==> config.mk <==
export PLATFORM = sky130hd
export DESIGN_NAME = triangle_strip_list_assembler
export DESIGN_NICKNAME = d
export VERILOG_FILES = /design/src/design/tsla_pkg.sv /design/src/design/triangle_strip_list_assembler.sv
export SDC_FILE = /design/constraint.sdc
export NUM_CORES = 1
export LEC_CHECK = 0
export BUFFER_PORTS_ARGS = -buffer_cell sky130_fd_sc_hd__buf_4
export CAP_MARGIN = 10
export CORE_AREA = 3 3 159 161
export DETAILED_ROUTE_END_ITERATION = 10
export DIE_AREA = 0 0 162 164
export GPL_ROUTABILITY_DRIVEN = 0
export SLEW_MARGIN = 20
export SYNTH_ARGS = -nofsm -noshare
export SYNTH_HDL_FRONTEND = slang
export SYNTH_SLANG_ARGS = --single-unit
==> constraint.sdc <==
create_clock -name clk -period 11.4 [get_ports clk]
set_clock_uncertainty 0.05 [all_clocks]
set_input_delay 1.71 -clock clk [delete_from_list [all_inputs] [get_ports clk]]
set_output_delay 1.71 -clock clk [all_outputs]
set_load 0.02 [all_outputs]
==> src/design/tsla_pkg.sv <==
// Shared types and constants for the triangle strip/list assembler.
package tsla_pkg;

    localparam int unsigned INDEX_W  = 16;
    localparam int unsigned LIMIT_W  = 15;
    localparam int unsigned BASE_W   = 24;
    localparam int unsigned VERTEX_W = 25;
    localparam int unsigned CFG_IDX_W  = 2;
    localparam int unsigned CFG_DATA_W = 24;

    localparam logic [INDEX_W-1:0] RESTART_INDEX     = 16'hFFFF;
    localparam logic [LIMIT_W-1:0] MAX_PART_VERTICES = 15'd20000;
    localparam logic [LIMIT_W-1:0] LIMIT_RESET       = 15'd1;

    localparam logic [CFG_IDX_W-1:0] REG_ASSEMBLY_MODE = 2'd0;
    localparam logic [CFG_IDX_W-1:0] REG_VERTEX_LIMIT  = 2'd1;
    localparam logic [CFG_IDX_W-1:0] REG_BASE_VERTEX   = 2'd2;

    localparam logic MODE_LIST  = 1'b0;
    localparam logic MODE_STRIP = 1'b1;

    typedef struct packed {
        logic [INDEX_W-1:0] index_value;
        logic               part_start;
    } tsla_in_t;

    typedef struct packed {
        logic [VERTEX_W-1:0] first_vertex;
        logic [VERTEX_W-1:0] second_vertex;
        logic [VERTEX_W-1:0] third_vertex;
    } tsla_out_t;

endpackage

==> src/design/triangle_strip_list_assembler.sv <==
// Top level: triangle list / strip primitive assembler with restart.
// Accepts one vertex index per clock on the idx channel and emits at most one triangle per
// index on the prim channel, passing the input register and then the result
// register. Sustained rate is one index per cycle, set by the update of the
// held-index history between the two registers; a stalled result only blocks new indices
// once both registers are full. Configuration writes are taken every cycle and should only
// be issued while no index is in flight.
module triangle_strip_list_assembler
(
    input  logic                          clk,
    input  logic                          rst_n,
    input  logic                          idx_valid,
    output logic                          idx_ready,
    input  tsla_pkg::tsla_in_t            idx_beat,
    output logic                          prim_valid,
    input  logic                          prim_ready,
    output tsla_pkg::tsla_out_t           prim_beat,
    input  logic                          cfg_valid,
    output logic                          cfg_ready,
    input  logic [tsla_pkg::CFG_IDX_W-1:0]  cfg_index,
    input  logic [tsla_pkg::CFG_DATA_W-1:0] cfg_data
);
    import tsla_pkg::*;

    logic                 mode_reg;
    logic [LIMIT_W-1:0]   vertex_limit_reg;
    logic [BASE_W-1:0]    base_vertex_reg;

    logic                 in_valid_reg;
    tsla_in_t             in_beat_reg;

    logic [INDEX_W-1:0]   older_reg, older_next;
    logic [INDEX_W-1:0]   newer_reg, newer_next;
    logic [1:0]           held_count_reg, held_count_next;
    logic                 parity_reg, parity_next;

    logic                 prim_valid_reg;
    tsla_out_t            prim_beat_reg, prim_beat_next;
    logic                 emit_next;

    logic                 advance;
    logic                 limit_ok;
    logic                 ix_ok, older_ok, newer_ok;
    logic [INDEX_W-1:0]   ix;
    logic [INDEX_W-1:0]   va, vb;
    logic [1:0]           cnt;
    logic                 par;

    assign cfg_ready  = 1'b1;
    assign advance    = in_valid_reg && (!prim_valid_reg || prim_ready);
    assign idx_ready  = !in_valid_reg || advance;
    assign prim_valid = prim_valid_reg;
    assign prim_beat  = prim_beat_reg;

    assign ix       = in_beat_reg.index_value;
    assign limit_ok = (vertex_limit_reg != '0) && (vertex_limit_reg <= MAX_PART_VERTICES);
    assign ix_ok    = limit_ok && (ix < {1'b0, vertex_limit_reg});
    assign older_ok = limit_ok && (older_reg < {1'b0, vertex_limit_reg});
    assign newer_ok = limit_ok && (newer_reg < {1'b0, vertex_limit_reg});

    always_ff @(posedge clk or negedge rst_n)
    begin
        if (!rst_n)
        begin
            mode_reg         <= MODE_LIST;
            vertex_limit_reg <= LIMIT_RESET;
            base_vertex_reg  <= '0;
        end
        else if (cfg_valid && cfg_ready)
        begin
            case (cfg_index)
                REG_ASSEMBLY_MODE: mode_reg         <= cfg_data[0];
                REG_VERTEX_LIMIT:  vertex_limit_reg <= cfg_data[LIMIT_W-1:0];
                REG_BASE_VERTEX:   base_vertex_reg  <= cfg_data[BASE_W-1:0];
                default:           ;
            endcase
        end
    end

    always_comb
    begin
        cnt             = in_beat_reg.part_start ? 2'd0 : held_count_reg;
        par             = in_beat_reg.part_start ? 1'b0 : parity_reg;
        older_next      = older_reg;
        newer_next      = newer_reg;
        held_count_next = cnt;
        parity_next     = par;
        emit_next       = 1'b0;
        va              = older_reg;
        vb              = newer_reg;
        if (mode_reg == MODE_LIST)
        begin
            if (cnt < 2'd2)
            begin
                if (cnt == 2'd0)
                    older_next = ix;
                else
                    newer_next = ix;
                held_count_next = cnt + 2'd1;
            end
            else
            begin
                held_count_next = 2'd0;
                emit_next       = older_ok && newer_ok && ix_ok;
            end
        end
        else if (ix == RESTART_INDEX || !ix_ok)
        begin
            held_count_next = 2'd0;
            parity_next     = 1'b0;
        end
        else if (cnt < 2'd2)
        begin
            if (cnt == 2'd0)
                older_next = ix;
            else
                newer_next = ix;
            held_count_next = cnt + 2'd1;
        end
        else
        begin
            emit_next   = (older_reg != newer_reg) && (newer_reg != ix) && (older_reg != ix);
            va          = par ? newer_reg : older_reg;
            vb          = par ? older_reg : newer_reg;
            older_next  = newer_reg;
            newer_next  = ix;
            parity_next = !par;
        end
        prim_beat_next.first_vertex  = {1'b0, base_vertex_reg} + {9'd0, va};
        prim_beat_next.second_vertex = {1'b0, base_vertex_reg} + {9'd0, vb};
        prim_beat_next.third_vertex  = {1'b0, base_vertex_reg} + {9'd0, ix};
    end

    always_ff @(posedge clk or negedge rst_n)
    begin
        if (!rst_n)
        begin
            in_valid_reg   <= 1'b0;
            prim_valid_reg <= 1'b0;
            older_reg      <= '0;
            newer_reg      <= '0;
            held_count_reg <= 2'd0;
            parity_reg     <= 1'b0;
        end
        else
        begin
            if (idx_ready)
                in_valid_reg <= idx_valid;
            if (advance)
            begin
                older_reg      <= older_next;
                newer_reg      <= newer_next;
                held_count_reg <= held_count_next;
                parity_reg     <= parity_next;
                prim_valid_reg <= emit_next;
            end
            else if (prim_ready)
                prim_valid_reg <= 1'b0;
        end
    end

    always_ff @(posedge clk)
    begin
        if (idx_valid && idx_ready)
            in_beat_reg <= idx_beat;
        if (advance && emit_next)
            prim_beat_reg <= prim_beat_next;
    end

`ifndef SYNTH
    a_count_range: assert property (@(posedge clk) disable iff (!rst_n)
        held_count_reg != 2'd3)
        else $error("held count out of range");

    a_hold_stalled: assert property (@(posedge clk) disable iff (!rst_n)
        prim_valid_reg && !prim_ready |=> prim_valid_reg && $stable(prim_beat_reg))
        else $error("stalled triangle lost or changed");

    a_part_start: assert property (@(posedge clk) disable iff (!rst_n)
        advance && in_beat_reg.part_start |=> held_count_reg <= 2'd1)
        else $error("part start did not clear history");

    a_empty_ready: assert property (@(posedge clk) disable iff (!rst_n)
        !in_valid_reg |-> idx_ready)
        else $error("input register empty but not ready");
`endif

endmodule
Word level (Yosys, flattened, before mapping)
Cells that the tools add are included.
- bits in registers: 169
- output and inout port bits: 78
- logic and storage cells: 90
- input bits: 48
- order comparisons: 5
- add/subtract/negate cells: 4
- reduce and logical (&&, ||, !) cells: 27
- multiplexer cells: 33
- eq/ne operators: 7
- operators by type and width (kind ; count):
    2-to-1 mux 16 bit ; 18
    adder 24 x 16 -> 25 bit ; 3
    < comparator 16 x 15 -> 1 bit ; 3
    != test 16 bit ; 3
    == test 16 bit, second input constant ; 1
    <= comparator 15 bit, second input constant ; 1
    nonzero test 15 bit ; 1
    logical AND 1 bit ; 11
    2-to-1 mux 1 bit ; 10
    2-to-1 mux 2 bit ; 5
    AND reduction 2 bit ; 3
    zero test 1 bit ; 4
    zero test 2 bit ; 2
    nonzero test 2 bit ; 2
    logical OR 1 bit ; 3
    AND reduction 3 bit ; 1
    adder 2 x 1 -> 2 bit, second input constant ; 1
    == test 2 x 1 -> 1 bit, second input constant ; 1
    == test 2 bit, second input constant ; 1
    < comparator 2 bit, second input constant ; 1
    != test 2 bit, second input constant ; 1

Logic depth before layout (Yosys ltp)
Gate-level depths: netlist of run 1.
- word-level depth: 8
- depth in mapped cells: 21
- depth with buffers taken out: 19

Worst setup path after synthesis of run 1
Ideal clock, no wire load.
- kind: input to register
- from: in prim_ready
- to: reg prim_beat_reg, in the netlist prim_beat[0], enable pin
- buffers on the path: 0
- path slack: 3625 ps
- arrival: 7125 ps
- cell stages on the path: 3
- library setup time: 600 ps
- required time: 10750 ps
- cells stage by stage: nand2b_1 nand4_1 nor3_1
- longest elaborated chain between the ends: 3
- RTL lines (item ; RTL line ; source):
    from (decl) ; triangle_strip_list_assembler.sv:16 ; input logic prim_ready,
    logical OR 1 bit ; triangle_strip_list_assembler.sv:50 ; assign advance = in_valid_reg && (!prim_valid_reg || prim_ready);
    logical AND 1 bit ; triangle_strip_list_assembler.sv:50 ;
    logical AND 1 bit ; triangle_strip_list_assembler.sv:166 ; if (advance && emit_next)
    to (signal assigned) ; triangle_strip_list_assembler.sv:167 ; prim_beat_reg <= prim_beat_next;
    to (decl) ; triangle_strip_list_assembler.sv:38 ; tsla_out_t prim_beat_reg, prim_beat_next;
Every way passes these cells.
A chain may end at the register's enable or synchronous reset.

==> run summary, run 1 <==
FMAX = 176.1 MHz
Clock Sink Count = 169
Tot Pwr = 2.897 mW
Max FFs per register = 75
CP Capture Type = flip-flop
Power Density = 230.3 mW/mm2
Final setup viols = 0
Part of the power in registers = 0.353
Synth area leader = edfxtp_1
Max-cap viol count = 0
Die area = 0.02657 mm2
Async set or reset register ratio after synthesis = 0.4556
Fin Setup TNS = 0 ns
Dominant cells by area after synthesis = edfxtp_1, dfrtp_1, ha_1, xnor2_1, mux2_2
Startpoint class of the critical path = flip-flop
Final Max Tran Viols = 0
Net Sw Frac = 0.4039
Max_slew headroom = 0.3185
I/O pin total = 126
First-pass iteration count of the detailed router = 5
Area Overhead vs Synth = 16.58%
CP max FO = 34
CTS clock-pin slew for the worst setup and hold paths = 0.07 ns
Vias per Instance = 5.607
Syn nets = 1087
RSZ-0062 raised after global routing = no
Fraction of layout cells with a size suffix above 1 = 0.2372
HPWL after detailed placement = 21030 um
Post-layout util = 0.5219
Sequential-to-total area share from yosys stat = 0.4347
Final Non-Filler Cells = 1399
DR WL/cell = 19.94 um
CP max stage cell = o41ai_2
DRC = 0
DRT iter0 DRCs = 441
NumNets Final = 1208
Worst Slack Setup Final = 5.720 ns
Initial Utilization = 0.4477
Power Internal = 1.727 mW
First-pass GRT wire length = 43010 um
Remaining antenna violation count = 0
Post-synth EDFFs = 92
Logic pwr share = 0.447
Die H = 164 um
WL met1 = 13400 um
Die Wd = 162 um
Switching pwr = 1.170 mW
Yosys top cell area share = 0.2560
Static leakage = 5.150 nW
Initial antenna violation count = 0
Part of the power in the clock network = 0.199
Met3 wire length = 1231 um
Final-report hold violation count = 0
Max rail drop VDD = 0.1080 mV
H-tree depth = 4
Port bufs = 124
Crit Path Class = reg -> reg
Mapped cell area = 0.01079 mm2
Mapped Cells = 941
Dpl ws = 5.852 ns
Row count = 57
Warnings, synthesis = 0
Worst EP required = 11.52 ns
Largest net degree at the start of global routing = 78
Post-CTS Hold Fix Bufs = 0
Placed cell count = 1367
Post-CTS Setup Inserts = 0
Gates resized, CTS repair = 0
TritonCTS Buffers = 17
Gr ovfl total = 0
TritonCTS clock tree = built
WL final = 27900 um
Worst skew pair latency = 0.44 ns
Vias = 7844
Synth Register Bits = 169
Mean Syn Cell Area = 11.47 um2
Worst-Margin Slew = 1.022 ns
Crit path time final = 5.680 ns
Vias in the first global route = 7618
Distinct cells, synth = 63
Fillers = 2193
Uppermost routed layer = met4
Final Cycle Share = 0.4982
Core Footprint = 0.02411 mm2
Hold Path Class = reg -> reg
CTS Root Cell = clkbuf_16
Register Area = 0.004691 mm2
Multi-input logic area = 0.005794 mm2
Status = completed
WL met2 = 12660 um
GRT Total Usage = 0.2109
N_diodes = 0
Cell-by-cell trace of the critical path = ha_1, nand4_1, nor2_1, a21oi_1, o41ai_2, nor2_1, and4_1, buf_4, mux2_2, ha_1, a2111oi_0, o21ai_0, a221oi_1, a211oi_1, o31a_1, o21ai_0, xnor2_1
Bufs on Longest Clock Path = 2
Worst Path Arrival = 5.80 ns
Main synth FF type = edfxtp_1
Max incr delay on CP = 0.72 ns
## path summary, 6_finish.rpt
kind / from / end / slack, ns / cells after the start
max reg2reg: ix[3] / prim_beat[46] / 5.72 / 17
min in group asynchronous: rst_n / base_vertex_reg[18] / 1.24 / 1
min: held_count_reg[0] / held_count_reg[0] / 0.45 / 2
max in group asynchronous: rst_n / vertex_limit_reg[2] / 9.51 / 1
min reg2reg: held_count_reg[0] / held_count_reg[0] / 0.45 / 2
max: ix[3] / prim_beat[46] / 5.72 / 17
## power by group through the flow
stage	Sequential, mW	Clock (mW)	Combinational (mW)
after floorplan	0.919	0	1.04
after global placement	1.03	0	1.28
after detailed placement	1.03	0	1.29
after CTS	1.01	0.590	1.29
after global routing	1.04	0.615	1.45
final	1.02	0.577	1.30
## area by class of cell
cell class,instances,share of cell area
clock inverter,15,0.01223
clock buffer,17,0.03381
tap,324,0.03222
inverter,35,0.01044
timing repair buffer,130,0.07787
sequential,169,0.3728
multi-input combinational,709,0.4606
## cell families (layout without fill, tap and decap cells)
logic type               after synthesis  in the layout  share of synthesized area
AO/OA/AOI/OAI                        205            205                     0.1255
AND/OR/NAND/NOR                      204            204                     0.1047
flip-flops                           169            169                     0.4347
XOR/XNOR                             109            109                    0.08846
adder cells (fa/ha/maj)               98             98                     0.1157
multiplexers                          92             92                     0.1018
buffers and inverters                 63            197                    0.02887
other                                  1              1                  0.0003475
## worst max-delay path: cells and delay by family, from the launching register on
kind / cells / cell delay (ns)
AO/OA/AOI/OAI: 8 / 2.75
flip-flops: 1 / 0.55
adder cells (fa/ha/maj): 2 / 0.69
multiplexers: 1 / 0.33
XOR/XNOR: 1 / 0.13
buffers and inverters: 1 / 0.27
AND/OR/NAND/NOR: 4 / 0.61
## layout by cell type, fill, tap and decap left out, types with 16 or more instances in the layout
master,synthesis,layout
a21o_1,16,16
a21oi_1,52,52
a2bb2oi_1,16,16
buf_4,1,129
clkbuf_16,0,17
dfrtp_1,76,76
edfxtp_1,92,92
ha_1,95,95
inv_1,34,34
mux2_2,65,65
mux2_4,18,18
nand2_1,36,36
nand2b_1,27,27
nand3b_1,20,20
nand4_1,20,20
nor2_1,37,37
o21ai_0,55,55
xnor2_1,99,99
## Yosys cell counts (9+ instances only)
cell,number
a211oi_1,13
a21o_1,16
a21oi_1,52
a2bb2oi_1,16
clkbuf_1,19
dfrtp_1,76
edfxtp_1,92
ha_1,95
inv_1,34
mux2_2,65
mux2_4,18
nand2_1,36
nand2b_1,27
nand3_1,13
nand3b_1,20
nand4_1,20
nor2_1,37
nor2b_1,9
nor3_1,11
nor4_1,10
o21ai_0,55
o21bai_1,9
xnor2_1,99
xor2_1,10
## routing by layer
layer  vias up  global-route usage
met5         -                   0
met4         0             0.06669
li1       3745                   -
met3        36             0.03001
met1      3833              0.3006
met2       230              0.3342
## per-stage QoR
step / area (um2) / hold WS (ns)
after global routing: 12580 / 0.4909
final: 12580 / 0.4469
after floorplan: 10790 / 0.4009
after detailed placement: 12000 / 0.4341
after global placement: 12000 / 0.4319
after CTS: 12580 / 0.4528
No activity file was read; power rests on OpenSTA's default activity.
==> run 2, diff against run 1 <==
--- a/config.mk
+++ b/config.mk
@@ -5,11 +5,12 @@
 export SDC_FILE = /design/constraint.sdc
 export NUM_CORES = 1
 export LEC_CHECK = 0
+export ABC_AREA = 1
 export BUFFER_PORTS_ARGS = -buffer_cell sky130_fd_sc_hd__buf_4
 export CAP_MARGIN = 10
-export CORE_AREA = 3 3 159 161
+export CORE_AREA = 3 3 166 168
 export DETAILED_ROUTE_END_ITERATION = 10
-export DIE_AREA = 0 0 162 164
+export DIE_AREA = 0 0 169 171
 export GPL_ROUTABILITY_DRIVEN = 0
 export SLEW_MARGIN = 20
 export SYNTH_ARGS = -nofsm -noshare
==> constraint.sdc (replaced) <==
create_clock -name clk -period 5.45 [get_ports clk]
set_clock_uncertainty 0.05 [all_clocks]
set_input_delay 0.8175 -clock clk [delete_from_list [all_inputs] [get_ports clk]]
set_output_delay 0.8175 -clock clk [all_outputs]
set_load 0.02 [all_outputs]
==> run 2 against run 1 <==
  * Maximum frequency up 20%
  * Final cell count up 41%
  * Core utilization down 0.20 points
  * Register-to-register slack worse by 5.0 ns
  * Design area up 7.7%
  * Clock power up 110%
  * Critical endpoint is now prim_beat[45]
  * Global-route usage up 3.3 points
  * Largest power group unchanged
  * Clock-buffer cell count unchanged
  * Combinational power up 100%
==> run summary, run 2 <==
Vias per Instance = 5.274 (was 5.607)
Max FFs per register = 75 (unchanged)
Final Max Tran Viols = 0 (unchanged)
Power Internal = 3.162 mW (was 1.727 mW)
Worst r2r src = ix[14] (was ix[3])
Die area = 0.02890 mm2 (was 0.02657 mm2)
Max_slew headroom = 0.4609 (was 0.3185)
Initial antenna violation count = 0 (unchanged)
Synth area leader = edfxtp_1 (unchanged)
Syn nets = 1655 (was 1087)
Static leakage = 6.666 nW (was 5.150 nW)
Vias = 10432 (was 7844)
Yosys top cell area share = 0.2368 (was 0.2560)
Post-layout util = 0.5199 (was 0.5219)
NumNets Final = 1776 (was 1208)
Part of the power in the clock network = 0.215 (was 0.199)
Cell area after placement = 0.01294 mm2 (was 0.01200 mm2)
Tot Pwr = 5.792 mW (was 2.897 mW)
Post-CTS Hold Fix Bufs = 0 (unchanged)
GRT Total Usage = 0.2440 (was 0.2109)
Post-synth EDFFs = 92 (unchanged)
I/O pin total = 126 (unchanged)
Clock Sink Count = 169 (unchanged)
Worst hold slack = 0.2144 ns (was 0.4469 ns)
Mean Syn Cell Area = 7.731 um2 (was 11.47 um2)
Distinct cells, synth = 36 (was 63)
TritonCTS clock tree = built (unchanged)
Bufs on Longest Clock Path = 2 (unchanged)
Reg2reg end = prim_beat[45] (was prim_beat[46])
Vias in the first global route = 9821 (was 7618)
Final setup viols = 0 (unchanged)
Initial Utilization = 0.4477 (about the same)
Final-report hold violation count = 0 (unchanged)
Worst EP required = 5.60 ns (was 11.52 ns)
Main synth FF type = edfxtp_1 (unchanged)
Crit Path Class = reg -> reg (unchanged)
Crit path time final = 4.748 ns (was 5.680 ns)
Mapped Cells = 1509 (was 941)
FMAX = 210.6 MHz (was 176.1 MHz)
CTS Root Cell = clkbuf_16 (unchanged)
DR WL/cell = 17.69 um (was 19.94 um)
Cell with the most instances after synthesis = nand2_1 (was xnor2_1)
Power Density = 427.6 mW/mm2 (was 230.3 mW/mm2)
Post-CTS Setup Inserts = 0 (unchanged)
Worst-Margin Slew = 0.8087 ns (was 1.022 ns)
HPWL after detailed placement = 27200 um (was 21030 um)
TritonCTS Buffers = 17 (unchanged)
Final Cycle Share = 0.8711 (was 0.4982)
Max-cap viol count = 0 (unchanged)
Net Sw Frac = 0.4541 (was 0.4039)
DRT iter0 DRCs = 853 (was 441)
CTS clock-pin slew for the worst setup and hold paths = 0.08 ns (was 0.07 ns)
Status = completed (unchanged)
N_diodes = 0 (unchanged)
H-tree depth = 4 (unchanged)
Gr ovfl total = 0 (unchanged)
FF-to-FF setup slack = 0.70 ns (was 5.72 ns)
Logic pwr share = 0.449 (was 0.447)
Gates resized, CTS repair = 0 (unchanged)
First-pass iteration count of the detailed router = 7 (was 5)
Hold Path Class = in -> async (was reg -> reg)
Switching pwr = 2.630 mW (was 1.170 mW)
Die H = 171 um (was 164 um)
Most frequent cells in the layout = nand2_1, inv_1, buf_4 (was buf_4, xnor2_1, ha_1)
CP max FO = 37 (was 34)
Sequential-to-total area share from yosys stat = 0.4021 (was 0.4347)
Part of the power in registers = 0.336 (was 0.353)
Async set or reset register ratio after synthesis = 0.4556 (unchanged)
Crit path from = ix[14] (was ix[3])
DRC = 0 (unchanged)
Startpoint class of the critical path = flip-flop (unchanged)
Reg2reg path depth = 21 (was 17)
Warnings, synthesis = 0 (unchanged)
Core Footprint = 0.02606 mm2 (was 0.02411 mm2)
Largest net degree at the start of global routing = 58 (was 78)
RSZ-0062 raised after global routing = no (unchanged)
Critical Path Sink = prim_beat[45] (was prim_beat[46])
WL final = 34990 um (was 27900 um)
Remaining antenna violation count = 0 (unchanged)
First-pass GRT wire length = 54590 um (was 43010 um)
Area Overhead vs Synth = 16.12% (was 16.58%)
Port bufs = 124 (unchanged)
CP Capture Type = flip-flop (unchanged)
Worst Path Arrival = 4.90 ns (was 5.80 ns)
Max rail drop VDD = 0.1843 mV (was 0.1080 mV)
Fraction of layout cells with a size suffix above 1 = 0.1132 (was 0.2372)
Synth Register Bits = 169 (unchanged)
Dominant cells by area after synthesis = edfxtp_1, dfrtp_1, nand2_1, ha_1, inv_1 (was edfxtp_1, dfrtp_1, ha_1, xnor2_1, mux2_2)
Die Wd = 169 um (was 162 um)
Fin Setup TNS = 0 ns (unchanged)
Mapped cell area = 0.01167 mm2 (was 0.01079 mm2)
Worst skew pair latency = 0.44 ns (about the same)
Row count = 59 (was 57)
Final instance area = 0.01355 mm2 (was 0.01258 mm2)
Top cells by count, synth = nand2_1, inv_1, o21ai_0, nor2_1, ha_1 (was xnor2_1, ha_1, edfxtp_1, dfrtp_1, mux2_2)
Commonest non-fill, non-tap cell in the layout = nand2_1 (was buf_4)
==> run 2: cells by family after synthesis <==
| kind of cell | synth area share |
|---|---|
| AO/OA/AOI/OAI | 0.1213 |
| XOR/XNOR | 0.06306 |
| adder cells (fa/ha/maj) | 0.1070 |
| buffers and inverters | 0.07036 |
| flip-flops | 0.4021 |
| multiplexers | 0.002896 |
| other | 0.0003214 |
| AND/OR/NAND/NOR | 0.2329 |
==> run 2: how the worst min path moves through the flow <==
stage | slack [ns] | from | end | depth (start not counted)
finish | 0.21 | rst_n | in_valid_reg | 1
global route | 0.23 | rst_n | held_count_reg[1] | 1
CTS | 0.22 | rst_n | in_valid_reg | 1
detailed placement | 0.42 | held_count_reg[0] | held_count_reg[0] | 2
global placement | 0.41 | held_count_reg[1] | held_count_reg[1] | 2
floorplan | 0.40 | parity_reg | parity_reg | 2
==> run 2: power groups by stage <==
stage	combinational, mW	clock, mW	sequential [mW]
floorplan	1.87	0	1.85
global placement	2.53	0	1.96
detailed placement	2.55	0	1.96
CTS	2.57	1.26	1.94
global route	2.95	1.31	1.98
finish	2.60	1.24	1.95
==> run 2: area by class of cell <==
class	count	area, um2
clock inverters	15	175.2
repair buffers	137	1041
fillers	2517	12510
flip-flops and latches	169	4691
multi-input cells	1137	6165
well taps	335	419.2
inverters	168	630.6
clock buffers	17	425.4
==> run 2: layer usage <==
metal | routed length [um] | vias to the layer above | GRT usage
met1 | 16070 | 4830 | 0.3526
li1 | - | 5197 | -
met2 | 15770 | 365 | 0.3896
met4 | 757 | 0 | 0.06740
met3 | 2402 | 40 | 0.02981
met5 | 0 | - | 0
==> run 2: metrics by stage <==
stage                     setup slack [ns]  cells
after floorplan                      1.820   1509
after global placement              0.8445   1946
after detailed placement            0.7660   1946
after CTS                           0.7575   1978
after global routing                0.3910   1978
final                               0.7022   1978
==> run 2: critical path, stage by stage, from the launching register on <==
cell and delay, ns:
edfxtp_1 0.53, ha_1 0.37, nand2_1 0.08, nand2_1 0.05, a31oi_1 0.19, nand2_1 0.10, nor2_2 0.10, nand2_2 0.08
nor2_2 0.17, nand2_2 0.43, o21ai_1 0.38, ha_1 0.19, inv_1 0.07, fa_1 0.42, o21ai_1 0.25, a21oi_1 0.24
o21ai_1 0.33, nand3_1 0.12, nand2_1 0.15, nand2_1 0.09, nand2_1 0.07, nand2_1 0.04
==> run 3, diff against run 2 <==
--- a/config.mk
+++ b/config.mk
@@ -5,12 +5,11 @@
 export SDC_FILE = /design/constraint.sdc
 export NUM_CORES = 1
 export LEC_CHECK = 0
-export ABC_AREA = 1
 export BUFFER_PORTS_ARGS = -buffer_cell sky130_fd_sc_hd__buf_4
 export CAP_MARGIN = 10
-export CORE_AREA = 3 3 166 168
+export CORE_AREA = 3 3 159 161
 export DETAILED_ROUTE_END_ITERATION = 10
-export DIE_AREA = 0 0 169 171
+export DIE_AREA = 0 0 162 164
 export GPL_ROUTABILITY_DRIVEN = 0
 export SLEW_MARGIN = 20
 export SYNTH_ARGS = -nofsm -noshare
==> run 3 against run 2 <==
  * Sequential share of layout area is 2.1 points higher
  * Final cell count decreased by 29%
  * Core utilization is 1.0 points higher
  * Clock-buffer cell count unchanged
  * First-iteration DRC count decreased by 45%
  * Worst setup slack worse by 0.31 ns
  * Register-to-register slack lost 0.31 ns
  * Die area fell by 8.1%
  * Non-clock buffer count up 5
  * Total power grew 7.1%
  * Flip-flop and latch count unchanged
  * Combinational power increased by 6%
  * Critical path type unchanged
  * Critical endpoint is now prim_beat[42]
  * Highest routed layer unchanged
==> run summary, run 3 (same netlist as run 1, synthesis figures left out) <==
TritonCTS Buffers = 17 (unchanged)
Worst-Margin Slew = 0.9105 ns (was 0.8087 ns)
Die Wd = 162 um (was 169 um)
Core Footprint = 0.02411 mm2 (was 0.02606 mm2)
Cell-by-cell trace of the critical path = or4_4, o21a_1, o41ai_2, o41ai_2, nor2_1, and4_1, buf_12, mux2_2, ha_1, a2111oi_2, o21ai_2, a221oi_4, a211oi_1, o31a_1, o21ai_0, xnor2_1 (was ha_1, nand2_1, nand2_1, a31oi_1, nand2_1, nor2_2, nand2_2, nor2_2, nand2_2, o21ai_1, ha_1, inv_1, fa_1, o21ai_1, a21oi_1, o21ai_1, nand3_1, nand2_1, nand2_1, nand2_1, nand2_1)
Tot Pwr = 6.202 mW (was 5.792 mW)
H-tree depth = 4 (unchanged)
I/O pin total = 126 (unchanged)
Max incr delay on CP = 0.56 ns (was 0.53 ns)
Startpoint class of the critical path = flip-flop (unchanged)
CP Capture Type = flip-flop (unchanged)
Worst EP required = 5.58 ns (was 5.60 ns)
First-pass iteration count of the detailed router = 8 (was 7)
Final Max Tran Viols = 0 (unchanged)
Row count = 57 (was 59)
GRT Total Usage = 0.2085 (was 0.2440)
Most frequent cells in the layout = buf_4, xnor2_1, ha_1 (was nand2_1, inv_1, buf_4)
First-pass GRT wire length = 42480 um (was 54590 um)
Final-report hold violation count = 0 (unchanged)
Buffers and inverters on the worst path = 1 (unchanged)
Clock Sink Count = 169 (unchanged)
N_diodes = 0 (unchanged)
Remaining antenna violation count = 0 (unchanged)
Fin Setup TNS = 0 ns (unchanged)
Max_slew headroom = 0.3911 (was 0.4609)
WL final = 27350 um (was 34990 um)
Initial Utilization = 0.4477 (about the same)
Fraction of layout cells with a size suffix above 1 = 0.2502 (was 0.1132)
Worst Path Arrival = 5.19 ns (was 4.90 ns)
HPWL after detailed placement = 20820 um (was 27200 um)
Die H = 164 um (was 171 um)
Post-CTS Hold Fix Bufs = 0 (unchanged)
Vias in the first global route = 7530 (was 9821)
Max rail drop VDD = 0.1967 mV (was 0.1843 mV)
Final Cycle Share = 0.9286 (was 0.8711)
Die area = 0.02657 mm2 (was 0.02890 mm2)
CP max FO = 34 (was 37)
Worst path most repeated cell = o41ai_2 (was nand2_1)
Max-cap viol count = 0 (unchanged)
Status = completed (unchanged)
NumNets Final = 1220 (was 1776)
Final setup viols = 0 (unchanged)
Hold Path Class = in -> async (unchanged)
CP max stage cell = or4_4 (was edfxtp_1)
Top delay family on crit path = compound AO/OA/AOI/OAI gates (was simple AND/OR/NAND/NOR gates)
Largest net degree at the start of global routing = 63 (was 58)
Initial antenna violation count = 0 (unchanged)
FMAX = 197.6 MHz (was 210.6 MHz)
CTS Root Cell = clkbuf_16 (unchanged)
Static leakage = 5.246 nW (was 6.666 nW)
Post-layout util = 0.5299 (was 0.5199)
Commonest non-fill, non-tap cell in the layout = buf_4 (was nand2_1)
Vias = 7806 (was 10432)
Worst skew pair latency = 0.43 ns (was 0.44 ns)
TritonCTS clock tree = built (unchanged)
Max FFs per register = 75 (unchanged)
DRC = 0 (unchanged)
Bufs on Longest Clock Path = 2 (unchanged)
DRT iter0 DRCs = 465 (was 853)
CTS clock-pin slew for the worst setup and hold paths = 0.08 ns (about the same)
DR WL/cell = 19.38 um (was 17.69 um)
Vias per Instance = 5.532 (was 5.274)
Area Overhead vs Synth = 18.37% (was 16.12%)
Gr ovfl total = 0 (unchanged)
Crit Path Class = reg -> reg (unchanged)
RSZ-0062 raised after global routing = no (unchanged)
Port bufs = 124 (unchanged)
Power Density = 485.6 mW/mm2 (was 427.6 mW/mm2)
Crit path time final = 5.061 ns (was 4.748 ns)
[run 3: changes by cell type in the layout (fill, tap and decap cells not counted), sizes merged, moves of 27 or more]
| cell | change |
|---|---|
| nand2 | -445 |
| inv | -134 |
| o21ai | -100 |
| mux2 | +85 |
| xnor2 | +79 |
| nor2 | -75 |
| xor2 | -54 |
| nand3 | -38 |
| a21oi | -34 |
| nand2b | +27 |
[run 3: report_power, final]
part / switching, mW / total (mW) / internal, mW
clock: 0.583 / 1.29 / 0.706
combinational: 1.40 / 2.76 / 1.36
sequential: 0.479 / 2.15 / 1.67
total: 2.46 / 6.20 / 3.74
[run 3: path summary, 6_finish.rpt]
check,start,end,slack (ns),depth (start not counted)
min in group clk,held_count_reg[0],held_count_reg[0],0.44,2
min,rst_n,base_vertex_reg[18],0.26,1
max reg2reg,vertex_limit_reg[1],prim_beat[42],0.39,16
max,vertex_limit_reg[1],prim_beat[42],0.39,16
min reg2reg,held_count_reg[0],held_count_reg[0],0.44,2
max in group asynchronous,rst_n,vertex_limit_reg[7],4.14,2
[run 3: cell type report]
cell class | count | area, um2
well taps | 324 | 405.4
inverters | 35 | 131.4
flip-flops and latches | 169 | 4691
multi-input cells | 709 | 5836
fillers | 2180 | 11330
clock inverters | 15 | 206.4
clock buffers | 17 | 425.4
repair buffers | 142 | 1079
[run 3: timing repair]
| item | CTS | global route |
|---|---|---|
| setup buffers | 0 | 3 |
| gates resized for setup | 0 | 9 |
| endpoints found under the setup margin | 0 | 12 |
[run 3: per-layer routing]
layer  global-route usage  up-vias  routed length (um)
li1                     -     3776                   -
met1               0.2943     3742               12720
met2               0.3301      246               12530
met3              0.03581       42                1524
met4              0.06359        0                 576
met5                    0        -                   0
[run 3: metrics by stage]
stage               instances  setup slack, ns  hold WS [ns]  cell area [um2]
global placement         1376           0.2787        0.4291            12080
global route             1411          0.02825        0.2723            12770
CTS                      1408          0.06114        0.2615            12720
floorplan                 941           0.2552        0.4009            10800
finish                   1411           0.3893        0.2580            12770
detailed placement       1376           0.1605        0.4353            12080
